## src/sv/rrcp_pkg.sv

```systemverilog
// rrcp_pkg: shared widths, register indexes, controller states and the
// command/status structs of the record range copy planner
// no dependencies
`default_nettype none

package rrcp_pkg;

   // default table depth and the cap on descriptors per request
   localparam int MAX_RECORDS_DEF = 32;
   localparam int MAX_RESULTS     = 32;

   // payload widths
   localparam int FW     = 48;
   localparam int IDX_W  = 6;
   localparam int RC_W   = 6;
   localparam int CPB_W  = 16;
   localparam int ISZ_W  = 4;
   localparam int CSR_IW = 2;
   localparam int CSR_DW = 16;

   // configuration register indexes
   localparam logic [CSR_IW-1:0] CSR_RECORD_COUNT = 2'd0;
   localparam logic [CSR_IW-1:0] CSR_COL_PREFIX   = 2'd1;
   localparam logic [CSR_IW-1:0] CSR_ITEM_SIZE    = 2'd2;

   // request modes
   localparam logic MODE_LOAD  = 1'b0;
   localparam logic MODE_RANGE = 1'b1;

   typedef enum logic [3:0] {
      ST_IDLE,
      ST_SRCH_RD,
      ST_SRCH_CMP,
      ST_WALK_RD,
      ST_WALK_EV1,
      ST_WALK_EV2,
      ST_WALK_MUL,
      ST_WALK_SUM,
      ST_PUSH,
      ST_FINISH
   } state_type;

   // controller to datapath
   typedef struct packed {
      logic load_wr;
      logic start_req;
      logic srch_rd;
      logic srch_upd;
      logic walk_init;
      logic ev1;
      logic ev2;
      logic mul;
      logic sum;
      logic next_rec;
      logic push;
      logic finish;
   } cmd_type;

   // datapath to controller
   typedef struct packed {
      logic req_empty;
      logic cnt_zero;
      logic walk_done;
      logic brk;
      logic seg_ok;
      logic push_ok;
      logic out_free;
   } sts_type;

endpackage

`default_nettype wire

```

## src/sv/rrcp_ctrl.sv

```systemverilog
// rrcp_ctrl: sequencer for table loads, the upper-bound search and the
// record walk; depends on rrcp_pkg
`default_nettype none

module rrcp_ctrl import rrcp_pkg::*; (
   input  wire logic    clock,
   input  wire logic    reset,
   input  wire logic    req_valid,
   input  wire logic    req_mode,
   output logic         req_ready,
   input  wire sts_type sts,
   output cmd_type      cmd
);

   state_type state_ff;
   state_type state_in;

   // state register
   always_ff @(posedge clock) begin
      if (reset) begin
         state_ff <= ST_IDLE;
      end else begin
         state_ff <= state_in;
      end
   end

   // next state
   always_comb begin
      state_in = state_ff;
      unique case (state_ff)
         ST_IDLE: begin
            if (req_valid && (req_mode == MODE_RANGE)) begin
               state_in = sts.req_empty ? ST_FINISH : ST_SRCH_RD;
            end
         end
         ST_SRCH_RD: begin
            state_in = sts.cnt_zero ? ST_WALK_RD : ST_SRCH_CMP;
         end
         ST_SRCH_CMP: state_in = ST_SRCH_RD;
         ST_WALK_RD: begin
            state_in = sts.walk_done ? ST_FINISH : ST_WALK_EV1;
         end
         ST_WALK_EV1: begin
            state_in = sts.brk ? ST_FINISH : ST_WALK_EV2;
         end
         ST_WALK_EV2: begin
            state_in = sts.seg_ok ? ST_WALK_MUL : ST_WALK_RD;
         end
         ST_WALK_MUL: state_in = ST_WALK_SUM;
         ST_WALK_SUM: state_in = ST_PUSH;
         ST_PUSH: begin
            if (sts.push_ok) begin
               state_in = ST_WALK_RD;
            end
         end
         ST_FINISH: begin
            if (sts.out_free) begin
               state_in = ST_IDLE;
            end
         end
         default: state_in = ST_IDLE;
      endcase
   end

   // commands
   always_comb begin
      cmd       = '0;
      req_ready = 1'b0;
      unique case (state_ff)
         ST_IDLE: begin
            req_ready     = 1'b1;
            cmd.load_wr   = req_valid && (req_mode == MODE_LOAD);
            cmd.start_req = req_valid && (req_mode == MODE_RANGE);
         end
         ST_SRCH_RD: begin
            cmd.srch_rd   = !sts.cnt_zero;
            cmd.walk_init = sts.cnt_zero;
         end
         ST_SRCH_CMP: cmd.srch_upd = 1'b1;
         ST_WALK_RD:  ;
         ST_WALK_EV1: cmd.ev1 = 1'b1;
         ST_WALK_EV2: begin
            cmd.ev2      = 1'b1;
            cmd.next_rec = !sts.seg_ok;
         end
         ST_WALK_MUL: cmd.mul = 1'b1;
         ST_WALK_SUM: cmd.sum = 1'b1;
         ST_PUSH:     cmd.push = sts.push_ok;
         ST_FINISH:   cmd.finish = sts.out_free;
         default:     ;
      endcase
   end

endmodule

`default_nettype wire

```

## config.mk

```make
export PLATFORM = sky130hd
export DESIGN_NAME = rrcp_ctrl
export DESIGN_NICKNAME = d
export VERILOG_FILES = /design/src/sv/rrcp_pkg.sv /design/src/sv/rrcp_ctrl.sv
export SDC_FILE = /design/constraint.sdc
export NUM_CORES = 1
export LEC_CHECK = 0
export BUFFER_PORTS_ARGS = -buffer_cell sky130_fd_sc_hd__buf_2
export CAP_MARGIN = 10
export CORE_AREA = 2 2 39 41
export DETAILED_ROUTE_END_ITERATION = 6
export DIE_AREA = 0 0 41 43
export PLACE_DENSITY_LB_ADDON = 0.05
export RECOVER_POWER = 50
export SLEW_MARGIN = 10
export SYNTH_ARGS = -nofsm -noshare
export SYNTH_HDL_FRONTEND = slang
export SYNTH_SLANG_ARGS = --single-unit
```

## constraint.sdc

```tcl
create_clock -name clock -period 2 [get_ports clock]
set_input_delay 0.2 -clock clock [delete_from_list [all_inputs] [get_ports clock]]
set_output_delay 0.2 -clock clock [all_outputs]
set_load 0.02 [all_outputs]
```

Word level (Yosys, flattened, before mapping)
Index checks and enable logic that the tools add are counted.
- register bits after elaboration: 4
- latch bits: 0
- RAM bits: 0
- bits in read-only memories: 0
- bits of input ports: 11
- output and inout port bits: 13
- logic and storage cells: 41
- memories: 0
- $add $sub $neg: 0
- multipliers: 0
- div/mod/pow operators: 0
- order comparisons: 0
- equality and inequality tests: 12
- shifts and indexed selects: 0
- multiplexer cells: 21
- bitwise logic cells: 1
- reduce and logical (&&, ||, !) cells: 6
- operator list (kind ; number):
    $pmux W4 S10 ; 1
    $mux W4 ; 6
    $eq A4 B3 Y1 const B ; 4
    $mux W1 ; 12
    $eq A4 B2 Y1 const B ; 2
    $eq A4 B4 Y1 const B ; 2
    $ne A2 B2 Y1 const B ; 3
    $eq A4 B1 Y1 const B ; 1
    $logic_not A4 Y1 ; 1
    $mux W3 ; 1
    $reduce_and A3 Y1 ; 1
    $logic_and A1 B1 Y1 ; 2
    $logic_not A1 Y1 ; 2
    $mux W2 ; 1
    $not A1 Y1 ; 1

Logic depth before layout (Yosys ltp)
- depth after elaboration: 3
- mapped depth: 6
- gate-level depth less buffers: 5

Worst setup path before layout
OpenSTA, ideal clock, no wires.
- kind: reg2out
- start point: register state_ff[3]
- end point: output port cmd[11] (netlist bit)
- arrival time: 1.212 ns
- data required time: 1.800 ns
- path slack: 0.588 ns
- stages on the path, launching flop included: 5
- buffers on the path: 1
- cell sequence: dfxtp_1 buf_4 nor2_1 nand2_1 nor3b_1
- RTL lines (item ; RTL line ; text):
    from (decl) ; rrcp_ctrl.sv:15 ; state_type state_ff;
    from (signal assigned) ; rrcp_ctrl.sv:23 ; state_ff <= state_in;
    to (decl) ; rrcp_ctrl.sv:12 ; output cmd_type cmd

==> results.txt <==
Across all layers, the routed design uses 526 vias. Dividing total power by cell area gives a power density of 661.9 mW/mm2. The global-route wire length before repair was 1938 um; the minimum setup slack among reg-to-reg paths was 0.53 ns. The worst path meets setup with 0.3748 ns of slack. Maximum fanout along the worst path: 12. The maximum operating frequency was 0.6153 GHz. The startpoint identified for the worst hold timing path is reset. TritonCTS built the clock tree. Each instance of the synthesized netlist takes up on average 6.554 um2. The later pin in the worst-skew pair is clocked with a latency of 0.23 ns. Setup repair after global routing left no endpoint under its margin. For the initial core utilization, the log shows 0.2984. The critical path goes through inv_1 > nand2_1 > nor4_1 > buf_2. Library cell occupying the most area in the post-synthesis netlist: sky130_fd_sc_hd__dfxtp_1.

Clock tree synthesis selected as its root buffer the cell sky130_fd_sc_hd__clkbuf_4. For this run, the number of Yosys warnings is 0. The initial antenna violation count is 0, and the die area is 0.001763 mm2. Ranked by total cell area, the synthesized netlist is headed by sky130_fd_sc_hd__dfxtp_1 19%, sky130_fd_sc_hd__nand2_1 8.2%, sky130_fd_sc_hd__nor3_1 7.3%.

Summed over all layers, the global routing overflow is 0. Power comes to 0.3578 mW. Fill cells in the final layout number 167. The post-layout minimum cycle time works out to 1.625 ns.

The final layout contains 99 nets. The port buffer count was 23. The total CTS buffers is 3, and the number of remaining DRC errors is 0. The worst setup path is launched from a flop. Yosys mapped the design onto 27 distinct sky130hd cell types. The top-level port count was 24. The tools report the kind of end point of the critical path as an output port.

The clock passes through at most 2 buffers. The area occupied by registers was 80.08 um2. The die is 41 um wide. The number of rows created at floorplan is 14, and the worst-case headroom to the max-slew limit is 0.7110.

The largest register by flop count was state_ff. The H-tree level count came out at 1. Ratio of final minimum period to clock period: 0.8126.

The buffers inserted during post-CTS setup optimization is 0, and the maximum vdd drop is 0.2976 mV. The worst setup path is of the reg -> out kind. Total wirelength of the detailed-routed design: 1205 um. The most common flop cell mapped by yosys was sky130_fd_sc_hd__dfxtp_1. The final design utilization is 0.3906. For the hold-fix buffer count after cts, the log shows 0.

The core region is 0.001384 mm2. 0 antenna diodes ended up in the layout. Summed over all cells, the static leakage comes to 0.2533 nW. The slowest stage of the critical path is the sky130_fd_sc_hd__dfxtp_1 cell.

For the worst setup path, the data arrival time is 1.43 ns. The congestion estimate from routability-driven global placement came to 0.7712. The share of flip-flops with an asynchronous set or reset was 0. The tools report the worst hold endpoint as state_ff[2]$_SDFFE_PP0P_. The min-delay analysis places its worst path in the category in -> reg. Dividing the detail-routed via count by the number of cells gives 5.157.

The logs give 0.0003436 ns for the setup clock skew after layout and 0.1595 for the global-route usage over all layers. Gate family responsible for the most delay along the worst path: flip-flops. Number of failing setup endpoints in the final timing report: 0. In this run the critical register-to-register path is captured at state_ff[1]$_SDFFE_PP0P_.

After the first detailed-routing iteration, the DRC count stood at 9. For this run, the slowest stage of the critical path takes 0.58 ns. Counting flops with a built-in enable in the synthesized netlist gives 0. Number of global-route vias before repair: 452. The worst hold path passes through 2 cells.

The flow ran to the end, and the final reports show no timing, DRC or antenna violations. Detailed placement finished with a half-perimeter wire length of 944.8 um. Counting cells, the worst reg-to-reg path comes to 5. The cell area that synthesis handed to floorplanning was 412.9 um2.

The clock-pin transition on the worst setup and hold timing paths was 0.04 ns; the clock sink count was 4. The logs give 0 for the number of hold-slack violations in the final timing report and 0 for the post-detailed-route count of antenna-violating nets. The total of flip-flops plus latches after synthesis works out to 4. The worst setup slack after placement was 0.6220 ns.

The share of final-layout standard cells stronger than drive strength 1 is 0.2791. Setup total negative slack on the finished layout was measured at 0 ns. The flip-flop count of the largest register after layout works out to 4.

For the worst setup path, the data required time is 1.80 ns. Share of the synthesized area in the top cell type: 0.1939. From synthesis to final layout, the design area changed by 30.91%. Post-CTS repair changed the size of 0 cells. The height of the die is 43 um, and the number of max-capacitance violations reported is 0. After technology mapping, the gate count stands at 63. Entering global routing, the biggest net connects 15 pins. The total iterations of the first detailed-routing run was 5. At the pin with the least slew margin, the transition time is 0.4329 ns. The area taken by multi-input logic gates was 281.5 um2. The largest registers in the layout are state_ff x4. The count of final max-slew check failures is 0, and the number of nets produced by synthesis is 74. The combined buffer and inverter count along the critical path came out at 2. The routed wirelength normalized by instance count was 11.81 um. Register area share after synthesis: 0.1939. The launching point of the worst reg2reg path is state_ff[2]$_SDFFE_PP0P_.
layer usage:
layer | wire length, um | part of all wire | vias up | GRT usage
met5 | 0 | 0 | - | 0
met4 | 0 | 0 | 0 | 0.02000
met3 | 89 | 0.074 | 0 | 0.06283
met2 | 548 | 0.45 | 22 | 0.2406
met1 | 566 | 0.47 | 235 | 0.2147
li1 | - | - | 269 | -
area by class of cell:
cell class,count,area share
repair buffers,24,0.2176
flip-flops and latches,4,0.1481
clock buffers,3,0.04167
inverters,5,0.03472
multi-input cells,50,0.5208
well taps,16,0.03704
how the worst max path moves through the flow:
| stage | from | to | slack, ns | depth (start not counted) |
|---|---|---|---|---|
| floorplan | state_ff[3]$_SDFFE_PP0P_ | cmd[11] | 0.59 | 4 |
| global placement | state_ff[1]$_SDFFE_PP0P_ | cmd[9] | 0.62 | 4 |
| detailed placement | state_ff[1]$_SDFFE_PP0P_ | cmd[9] | 0.62 | 4 |
| CTS | state_ff[1]$_SDFFE_PP0P_ | cmd[9] | 0.36 | 4 |
| global route | state_ff[1]$_SDFFE_PP0P_ | cmd[9] | 0.20 | 4 |
| finish | state_ff[1]$_SDFFE_PP0P_ | cmd[9] | 0.37 | 4 |
cells in the mapped netlist (all sizes together) (2+ instances only):
cell type,count
o211ai,2
nor2b,2
nor4,2
inv,5
mux2i,2
a211oi,2
nor3,6
o21ai,4
buf,4
nor2,9
a31oi,2
nand2,9
dfxtp,4
where the power goes:
group | total (mW) | internal [mW] | leakage (nW) | switching [mW]
logic | 0.148 | 0.0551 | 0.207 | 0.0930
registers | 0.110 | 0.0887 | 0.0327 | 0.0215
clock network | 0.0994 | 0.0671 | 0.0138 | 0.0323
total | 0.358 | 0.211 | 0.253 | 0.147
worst reg2reg max path: cells and delay by family, from the launching register on:
family,cells,cell delay [ns]
buffers and inverters,1,0.07
AOI/OAI and AO/OA,2,0.52
DFF,1,0.56
and+or+nand+nor,2,0.26
placed cells by master, fill, tap and decap left out:
cell type                  count
sky130_fd_sc_hd__buf_2        19
sky130_fd_sc_hd__nand2_1       9
sky130_fd_sc_hd__nor2_1        8
sky130_fd_sc_hd__nor3_1        6
sky130_fd_sc_hd__inv_1         5
sky130_fd_sc_hd__o21ai_0       4
sky130_fd_sc_hd__clkbuf_1      4
sky130_fd_sc_hd__dfxtp_1       4
sky130_fd_sc_hd__clkbuf_4      3
sky130_fd_sc_hd__nor4_1        2
sky130_fd_sc_hd__a211oi_1      2
sky130_fd_sc_hd__o211ai_1      2
sky130_fd_sc_hd__mux2i_1       2
sky130_fd_sc_hd__a31oi_1       2
sky130_fd_sc_hd__nor2b_1       2
sky130_fd_sc_hd__nand2b_1      1
sky130_fd_sc_hd__and4_1        1
sky130_fd_sc_hd__nor2_2        1
sky130_fd_sc_hd__nor3b_1       1
sky130_fd_sc_hd__and3_1        1
sky130_fd_sc_hd__a211o_1       1
sky130_fd_sc_hd__nand3_1       1
sky130_fd_sc_hd__a21oi_1       1
sky130_fd_sc_hd__a311oi_1      1
sky130_fd_sc_hd__o211a_1       1
sky130_fd_sc_hd__a21o_1        1
sky130_fd_sc_hd__buf_4         1
metrics by stage:
stage               cell area (um2)  hold slack (ns)  instances
finish                        540.5           0.1860        102
CTS                           550.5           0.1904        102
global placement              528.0           0.4428         99
floorplan                     412.9           0.2721         63
global route                  540.5           0.1882        102
detailed placement            528.0           0.4395         99
kinds of logic after synthesis:
kind of cell	after synthesis	share of synthesized area
buffers and inverters	9	0.1121
multiplexers	2	0.04849
AND/OR/NAND/NOR	33	0.3849
AO/OA/AOI/OAI	15	0.2606
flip-flops	4	0.1939
(Power assumes the default switching activity.)
